## src/rtl/mtsb_pkg.sv

```systemverilog
// Package for the toggle-gesture mode switch with pattern blinker.
// Field widths, register reset values, register indexes and shared types.
// No dependencies.
`timescale 1ns / 1ps

package mtsb_pkg;

  localparam int WinW    = 16;
  localparam int StepW   = 8;
  localparam int PatW    = 34;
  localparam int EdgeW   = 3;
  localparam int CfgIdxW = 2;
  localparam int CfgDatW = PatW;

  localparam int PatternLengthDefault = 34;

  localparam logic [WinW-1:0]  WinReset  = 16'd300;
  localparam logic [StepW-1:0] StepReset = 8'd100;
  localparam logic [PatW-1:0]  PatReset  = 34'd88569621;
  localparam logic [EdgeW-1:0] EdgeLimit = 3'd3;

  // configuration register indexes
  localparam logic [CfgIdxW-1:0] CfgWindow  = 2'd0;
  localparam logic [CfgIdxW-1:0] CfgStep    = 2'd1;
  localparam logic [CfgIdxW-1:0] CfgPattern = 2'd2;

  typedef struct packed {
    logic [WinW-1:0]  window;
    logic [StepW-1:0] step;
    logic [PatW-1:0]  pattern;
  } cfg_t;

  // per-tick state, the pattern position travels separately
  typedef struct packed {
    logic             light_prev;
    logic [WinW-1:0]  countdown;
    logic [EdgeW-1:0] edge_cnt;
    logic             mode;
    logic [StepW-1:0] presc;
    logic             led;
  } state_t;

endpackage

```

## src/rtl/mtsb_core.sv

```systemverilog
// Next-state logic for one tick: edge counting, mode toggle, blink stepping.
// Depends on mtsb_pkg.
`timescale 1ns / 1ps

module mtsb_core #(
  parameter int PATTERN_LENGTH = mtsb_pkg::PatternLengthDefault,
  parameter int PosW           = $clog2(PATTERN_LENGTH)
) (
  input  mtsb_pkg::cfg_t   cfg_i,
  input  mtsb_pkg::state_t state_i,
  input  logic [PosW-1:0]  pos_i,
  input  logic             light_pin_i,
  output mtsb_pkg::state_t state_o,
  output logic [PosW-1:0]  pos_o
);
  import mtsb_pkg::*;

  localparam int ExtW = ((1 << PosW) > PatW) ? (1 << PosW) : PatW;
  localparam int IdxW = $clog2(ExtW);

  logic            light;
  logic [ExtW-1:0] pat_ext;

  assign light   = ~light_pin_i;
  // positions past the pattern register read as zero
  assign pat_ext = ExtW'(cfg_i.pattern);

  always_comb begin
    state_o = state_i;
    pos_o   = pos_i;

    if (light != state_i.light_prev) begin
      state_o.countdown = cfg_i.window;
      state_o.edge_cnt  = state_i.edge_cnt + 1'b1;
    end

    if (state_o.edge_cnt > EdgeLimit) begin
      state_o.mode     = ~state_i.mode;
      state_o.edge_cnt = '0;
    end

    // expire the gesture once the window runs out
    if (state_o.countdown != '0) begin
      state_o.countdown = state_o.countdown - 1'b1;
    end else begin
      state_o.edge_cnt = '0;
    end

    if (!state_o.mode) begin
      state_o.led = 1'b0;
    end else begin
      if (state_i.presc == cfg_i.step) begin
        state_o.presc = '0;
        state_o.led   = pat_ext[IdxW'(pos_i)];
        if (pos_i == PosW'(PATTERN_LENGTH - 1)) begin
          pos_o = '0;
        end else begin
          pos_o = pos_i + 1'b1;
        end
      end
      state_o.presc = state_o.presc + 1'b1;
    end

    state_o.light_prev = light;
  end

endmodule

```

## src/rtl/multi_toggle_mode_switch_with_blinker.sv

```systemverilog
// Toggle-gesture mode switch with pattern blinker, top level.
// A word passes the input register, then the result register, to the result ports.
// Throughput: one tick word per cycle while the result side is not stalled.
// Reset (rst_ni low, asynchronous): state cleared (LED off, mode disabled),
// registers at defaults, both pipeline registers empty; mode_q, led_q not reset.
`timescale 1ns / 1ps

module multi_toggle_mode_switch_with_blinker #(
  parameter int PATTERN_LENGTH = mtsb_pkg::PatternLengthDefault
) (
  input  logic                         clk_i,
  input  logic                         rst_ni,
  input  logic                         in_valid_i,
  output logic                         in_stall_o,
  input  logic                         light_pin_i,
  output logic                         out_valid_o,
  input  logic                         out_stall_i,
  output logic                         mode_enabled_o,
  output logic                         led_on_o,
  input  logic                         cfg_valid_i,
  output logic                         cfg_ready_o,
  input  logic [mtsb_pkg::CfgIdxW-1:0] cfg_index_i,
  input  logic [mtsb_pkg::CfgDatW-1:0] cfg_data_i
);
  import mtsb_pkg::*;

  localparam int PosW = $clog2(PATTERN_LENGTH);

  cfg_t            cfg_q;
  state_t          state_q, state_d;
  logic [PosW-1:0] pos_q, pos_d;
  logic            in_valid_q;
  logic            pin_q;
  logic            out_valid_q;
  logic            mode_q, led_q;
  logic            out_free;
  logic            advance;

  assign cfg_ready_o = 1'b1;

  always_ff @(posedge clk_i or negedge rst_ni) begin
    if (!rst_ni) begin
      cfg_q.window  <= WinReset;
      cfg_q.step    <= StepReset;
      cfg_q.pattern <= PatReset;
    end else if (cfg_valid_i) begin
      case (cfg_index_i)
        CfgWindow:  cfg_q.window  <= cfg_data_i[WinW-1:0];
        CfgStep:    cfg_q.step    <= cfg_data_i[StepW-1:0];
        CfgPattern: cfg_q.pattern <= cfg_data_i[PatW-1:0];
        default: ;
      endcase
    end
  end

  assign out_free   = !out_valid_q || !out_stall_i;
  assign advance    = in_valid_q && out_free;
  assign in_stall_o = in_valid_q && !out_free;

  // input register
  always_ff @(posedge clk_i or negedge rst_ni) begin
    if (!rst_ni) begin
      in_valid_q <= 1'b0;
    end else if (!in_stall_o) begin
      in_valid_q <= in_valid_i;
    end
  end

  always_ff @(posedge clk_i) begin
    if (in_valid_i && !in_stall_o) begin
      pin_q <= light_pin_i;
    end
  end

  mtsb_core #(
    .PATTERN_LENGTH(PATTERN_LENGTH),
    .PosW          (PosW)
  ) u_core (
    .cfg_i      (cfg_q),
    .state_i    (state_q),
    .pos_i      (pos_q),
    .light_pin_i(pin_q),
    .state_o    (state_d),
    .pos_o      (pos_d)
  );

  // state advances only as a word moves into the result register
  always_ff @(posedge clk_i or negedge rst_ni) begin
    if (!rst_ni) begin
      state_q <= '0;
      pos_q   <= '0;
    end else if (advance) begin
      state_q <= state_d;
      pos_q   <= pos_d;
    end
  end

  // result register
  always_ff @(posedge clk_i or negedge rst_ni) begin
    if (!rst_ni) begin
      out_valid_q <= 1'b0;
    end else if (out_free) begin
      out_valid_q <= in_valid_q;
    end
  end

  always_ff @(posedge clk_i) begin
    if (advance) begin
      mode_q <= state_d.mode;
      led_q  <= state_d.led;
    end
  end

  assign out_valid_o    = out_valid_q;
  assign mode_enabled_o = mode_q;
  assign led_on_o       = led_q;

endmodule

```

## config.mk

```make
export PLATFORM = sky130hd
export DESIGN_NAME = multi_toggle_mode_switch_with_blinker
export DESIGN_NICKNAME = d
export VERILOG_FILES = /design/src/rtl/mtsb_pkg.sv /design/src/rtl/mtsb_core.sv /design/src/rtl/multi_toggle_mode_switch_with_blinker.sv
export SDC_FILE = /design/constraint.sdc
export NUM_CORES = 1
export LEC_CHECK = 0
export BUFFER_PORTS_ARGS = -buffer_cell sky130_fd_sc_hd__buf_2
export CAP_MARGIN = 20
export CORE_AREA = 3 3 121 123
export CTS_BUF_LIST = sky130_fd_sc_hd__clkbuf_8 sky130_fd_sc_hd__clkbuf_16
export DETAILED_ROUTE_END_ITERATION = 10
export DIE_AREA = 0 0 124 126
export PLACE_DENSITY_LB_ADDON = 0.25
export RECOVER_POWER = 100
export SYNTH_ARGS = -nofsm -noshare
export SYNTH_HDL_FRONTEND = slang
export SYNTH_SLANG_ARGS = --single-unit
```

## constraint.sdc

```tcl
create_clock -name clk_i -period 3.18 [get_ports clk_i]
set_clock_uncertainty 0.05 [all_clocks]
set_input_delay 0.954 -clock clk_i [delete_from_list [all_inputs] [get_ports clk_i]]
set_output_delay 0.954 -clock clk_i [all_outputs]
set_load 0.05 [all_outputs]
```

**Word-level counts from Yosys, hierarchy flattened**

Index checks and enable logic that the tools add are counted.

- Add/subtract/negate cells: 4
- Magnitude comparators: 2
- Equality and inequality tests: 5
- Muxes and demuxes: 10
- Bitwise gates (word level): 2
- Reduce and logical (&&, ||, !) cells: 15

Operator list:

| kind | count |
|---|---|
| 19-bit 2-to-1 mux | 1 |
| 9-bit 2-to-1 mux | 2 |
| 16-bit 2-to-1 mux | 1 |
| 16-bit nonzero test | 1 |
| 16-bit by 1-bit subtractor with 16-bit output (second input constant) | 1 |
| 8-bit by 1-bit adder with 8-bit output (second input constant) | 1 |
| 8-bit == test | 1 |
| 2-bit AND reduction | 4 |
| 6-bit by 7-bit < comparator with 1-bit output (second input constant) | 1 |
| 6-bit by 1-bit adder with 6-bit output (second input constant) | 1 |
| 1-bit binary-select mux with 6-bit select | 1 |
| 6-bit == test (second input constant) | 1 |
| 6-bit 2-to-1 mux | 1 |
| 1-bit logical NOT | 4 |
| 4-bit 2-to-1 mux | 1 |
| 3-bit by 1-bit adder with 3-bit output (second input constant) | 1 |
| 3-bit by 2-bit > comparator with 1-bit output (second input constant) | 1 |
| 1-bit logical AND | 3 |
| 3-bit 2-to-1 mux | 1 |
| 3-bit AND reduction | 1 |
| 2-bit by 1-bit == test with 1-bit output (second input constant) | 1 |
| 2-bit == test (second input constant) | 1 |
| 2-bit logical NOT | 1 |
| 1-bit 2-to-1 mux | 2 |
| other kinds (3) | 4 |

- Bits in registers: 99
- Bits of input ports: 42
- Logic and storage cells: 53

**Depth between registers and ports, before layout**

- Depth in word-level cells: 7
- Mapped depth: 12

**Modules after synthesis**

From an unflattened synthesis, not the netlist that was laid out.

- Cells, all modules: 440
- Area, all modules: 5,434.0 um2

By module, submodules not included:

| module | times used | cells an instance | area each (um2) |
|---|---|---|---|
| multi_toggle_mode_switch_with_blinker | 1 | 212 | 3,734.8 |
| mtsb_core | 1 | 228 | 1,699.1 |

**Least setup slack after synthesis**

No wires, ideal clock.

- Kind: reg-to-reg
- From: reg pin_q
- To: reg state_q[10] (netlist name)
- Arrival: 2.859 ns
- Slack: 0.147 ns
- Cell stages (with the launch flop): 12
- Buffers on the path: 3
- Clock period less this slack: 3.033 ns
- Path through: edfxtp_1 > xor2_2 > buf_2 > mux2i_1 > ha_1 > nor4b_1 > nand3_1 > a22oi_1 > buf_2 > buf_4 > o31ai_1 > mux2_2

- Word-level cells in the longest chain between the ends: 6
- Elaborated cells between the ends (all ways): 7
- Those cells by class: order compare (1); eq/ne (1); mux (3); bitwise (1); reduce/logical (1)

RTL lines:

| element | RTL line | text |
|---|---|---|
| start: declaration | multi_toggle_mode_switch_with_blinker.sv:33 | `logic pin_q;` |
| start signal: assignment | multi_toggle_mode_switch_with_blinker.sv:71 | `pin_q <= light_pin_i;` |
| 1-bit inverter * | mtsb_core.sv:24 | `assign light = ~light_pin_i;` |
| 1-bit inequality test * | mtsb_core.sv:32 | `if (light != state_i.light_prev) begin` |
| 19-bit 2-to-1 mux * | mtsb_core.sv:32 |  |
| 3-bit by 2-bit > comparator with 1-bit output | mtsb_core.sv:37 | `if (state_o.edge_cnt > EdgeLimit) begin` |
| 4-bit 2-to-1 mux | mtsb_core.sv:37 |  |
| 3-bit 2-to-1 mux * | mtsb_core.sv:43 | `if (state_o.countdown != '0) begin` |
| end signal: assignment | multi_toggle_mode_switch_with_blinker.sv:93 | `state_q <= state_d;` |
| end: declaration | multi_toggle_mode_switch_with_blinker.sv:30 | `state_t state_q, state_d;` |

Mark *: on every way between the ends. The rest lies on a longest branch, timed or not.
A chain may end at the register's enable or synchronous reset.

**Final worst setup path**

- From: reg pin_q
- To: reg state_q[19] (netlist name)

- Word-level cells in the longest chain between the ends: 5
- Elaborated cells between the ends (all ways): 6
- Those cells by class: add/sub (1); eq/ne (1); mux (2); bitwise (1); reduce/logical (1)

RTL lines:

| element | RTL line |
|---|---|
| 1-bit inverter * | mtsb_core.sv:24 |
| 1-bit inequality test * | mtsb_core.sv:32 |
| 19-bit 2-to-1 mux * | mtsb_core.sv:32 |
| 16-bit by 1-bit subtractor with 16-bit output or 16-bit nonzero test (tied branches) | mtsb_core.sv:44, mtsb_core.sv:43 |
| 16-bit 2-to-1 mux * | mtsb_core.sv:43 |

Marked as above.

==> impl_metrics.ini <==
[run_status]
outcome = finished clean

[timing]
setup_slack_ns = 0.3069
rsz0062_at_grt = false
timing.hold.ws_ns = 0.4554
slew_headroom_pct = 23.32
setup_viol = 0
slew_violations = 0
max_freq_mhz = 348.1
worstMarginPinSlew_ns = 1.150
finalHoldViolCount = 0
fin_crit_ns = 2.873
period_share_pct = 90.35
final.setup.tns_ns = 0

[setup_path]
endpoint = state_q[19]
cp_num_cells = 10
critPathTopFamily = simple AND/OR/NAND/NOR gates
startpoint = pin_q
start_kind = register
critPathKind = register to register
r2r-end = state_q[19]
cp_max_fo = 14
end_kind = register
cp.arrival_ns = 3.05
critPathBufInv = 1
reg2regPathDepth = 10
slowest_delay_ns = 0.51
regToRegSetupSlack_ns = 0.31
critPathRequiredTime_ns = 3.36
rr_startpoint = pin_q
crit_chain = xor2_4, mux2i_2, ha_1, nor4b_2, nand3_1, a22oi_1, buf_4, nor3_1, or3_1, o211a_1
slowest_stage = edfxtp_1

[synth]
synthArstFlopShare_pct = 96.97
syn_area_per_cell_sq_um = 11.15
syn_inst = 471
synth_compound_area_share_pct = 10.39
synth_xor_area_share_pct = 3.144
ys_seq_area_share_pct = 47.98
ys.flop_type = dfrtp_1
yosys_warnings = 0
ys_ff_latch = 99
yosys.area_share.simple_pct = 14.36
synth_edf_count = 3
synthAdderAreaFrac_pct = 1.429
synth_area_sq_um = 5253
synth_top_family_by_area = multiplexers
muxShareOfSynthArea_pct = 20.13
synthesis.nets = 519
yosys.cell_types.count = 58

[place]
place_congestion = 0.8470
dp_hpwl_mm = 8.348
port_buffers = 45
dp.cells = 691
post-place-ws_ns = 0.1808

[job]
maxCapViolCount = 0

[clocking]
cts_buffer_depth = 2
clkLatencyLatePin_ns = 0.35
root_buffer = clkbuf_16
htreeDepth = 3
cts_tree = done
hold_buffers = 0
clock-sinks = 99
clkTransAtPathRegs_ns = 0.07
numCtsBuffers = 9

[power]
p_int_w = 0.002704
ir_drop_mv = 0.2784
p_seq_share_pct = 47.5
p_clk_share_pct = 26.1
p_comb_share_pct = 26.4
p_sw_share_pct = 33.22
power_switching_w = 0.001346
p_leak_nw = 2.453
p_per_area_nw_per_um2 = 674.6

[final_layout]
diodes = 0
syn_to_final_growth_pct = 14.29
fillCellCount = 1353
final_cells = 707
nNetsFinal = 570
final_layout_size_suffix_gt1_share_pct = 31.12

[global_route]
antenna_found_initial = 0
grt_pass1_vias = 3799
overflow = 0
grt_pass1_wl_mm = 19.27
grt_max_degree = 41
track_usage_pct = 15.48

[floorplanning]
ioPinCount = 47
start_util_pct = 38.14
rows = 43
dieArea_sq_um = 15620
die_h_um = 126
core_sq_um = 13770
fp.dieW_um = 124

[route]
drc = 0
via_per_inst = 5.446
drt_iter0_drc = 201
wl_mm = 11.45
ant_nets = 0
vias = 3850
first_pass_iters = 4
wl_per_cell_um = 16.19

[min_path]
worst_hold_path_type = register to register
[synth_stat cells, types with 6 or more instances]
master    number  area [sq um]
nor2_1        30         112.6
dfrtp_1       74          1852
ha_1           6         75.07
mux4_2         8         180.2
clkbuf_1      12         45.04
nand2b_1       7         43.79
o21ai_0       20         100.1
dfstp_2       22         578.1
nand3_1       12         60.06
inv_1          8         30.03
nand3b_1       6         45.04
mux2i_1       19         190.2
nand2_1       41         153.9
buf_2          6         30.03
xnor2_1       13         113.9
a21oi_1       18         90.09
nor3_1        17         85.08
mux2_2        61         686.9
or3_1          8         50.05
[stage by stage]
step	cell area, sq um	util (%)	power (W)
after floorplan	5253	-	0.002668
after global placement	5749	41.74	0.002977
after detailed placement	5749	41.74	0.003018
after CTS	6036	43.82	0.004086
after global routing	6003	43.59	0.004315
final	6003	43.59	0.004050
[worst min-delay path by stage]
stage	from	to	slack [ns]	cells past startpoint
6_report	state_q[0]	state_q[0]	0.46	2
5_1_grt	cfg_q[25]	cfg_q[25]	0.47	1
4_1_cts	state_q[0]	state_q[0]	0.45	2
3_5_place_dp	in_valid_q	out_valid_o	0.44	1
3_3_place_gp	state_q[0]	state_q[0]	0.42	2
2_1_floorplan	state_q[0]	state_q[0]	0.40	2
[layout make-up]
class	instances	area, sq um	share of cell area (%)
sequential	99	2520	41.98
tap	180	225.2	3.752
inverter	8	30.03	0.5002
multi-input combinational	343	2628	43.77
timing repair buffer	61	314.1	5.231
clock buffer	10	239.0	3.981
clock inverter	6	47.55	0.7920
[layout by cell type, fill, tap and decap left out, types with 4 or more instances in the layout]
| cell type | instances |
|---|---|
| dfrtp_1 | 74 |
| mux2_2 | 61 |
| nand2_1 | 41 |
| buf_2 | 38 |
| nor2_1 | 30 |
| dfstp_2 | 22 |
| o21ai_0 | 20 |
| mux2i_1 | 18 |
| a21oi_1 | 18 |
| nor3_1 | 17 |
| xnor2_1 | 12 |
| nand3_1 | 12 |
| clkbuf_1 | 11 |
| inv_1 | 9 |
| clkbuf_16 | 9 |
| buf_4 | 9 |
| or3_1 | 8 |
| mux4_2 | 8 |
| nand2b_1 | 7 |
| nand3b_1 | 6 |
| ha_1 | 6 |
| nor4_1 | 5 |
| nor2b_1 | 4 |
| xor2_1 | 4 |
| o31ai_1 | 4 |
[cells by family (layout without fill, tap and decap cells)]
logic type,after synthesis,after routing
adder cells (fa/ha/maj),6,6
AND/OR/NAND/NOR,149,149
flip-flops,99,99
AO/OA/AOI/OAI,81,81
multiplexers,88,88
XOR/XNOR,18,18
buffers and inverters,29,85
other,1,1
[sequential cells by signal, summed over array words and instances, names as in the netlist]
register,flops
out_valid_o,1
cfg_q,58
pos_q,6
mode_enabled_o,1
pin_q,1
in_valid_q,1
led_on_o,1
state_q,30
[routing by layer]
layer / GRT usage (%) / share of wire, % / vias up
met5: 0 / 0 / -
met4: 6.057 / 2.3 / 0
met3: 2.784 / 4.1 / 20
met2: 23.10 / 46 / 84
met1: 22.35 / 48 / 1913
li1: - / - / 1833
[worst min-delay path: stages (launching register included)]
cell     delay (ns)
dfrtp_1        0.35
nand2_1        0.05
o21ai_0        0.07
[power groups by stage]
stage	Clock (W)	Combinational [W]	Sequential, W
after global placement	0	0.00105	0.00193
after global routing	0.00115	0.00120	0.00197
after floorplan	0	0.000825	0.00184
after CTS	0.00108	0.00109	0.00191
final	0.00106	0.00107	0.00192
after detailed placement	0	0.00108	0.00193
[what timing repair did]
| item | 4_1_cts | 5_1_grt |
|---|---|---|
| gates resized for setup | 0 | 4 |
| setup endpoints to repair | 0 | 6 |
| buffers inserted | 0 | 0 |
Note: power is estimated with default switching activity, not from simulation.
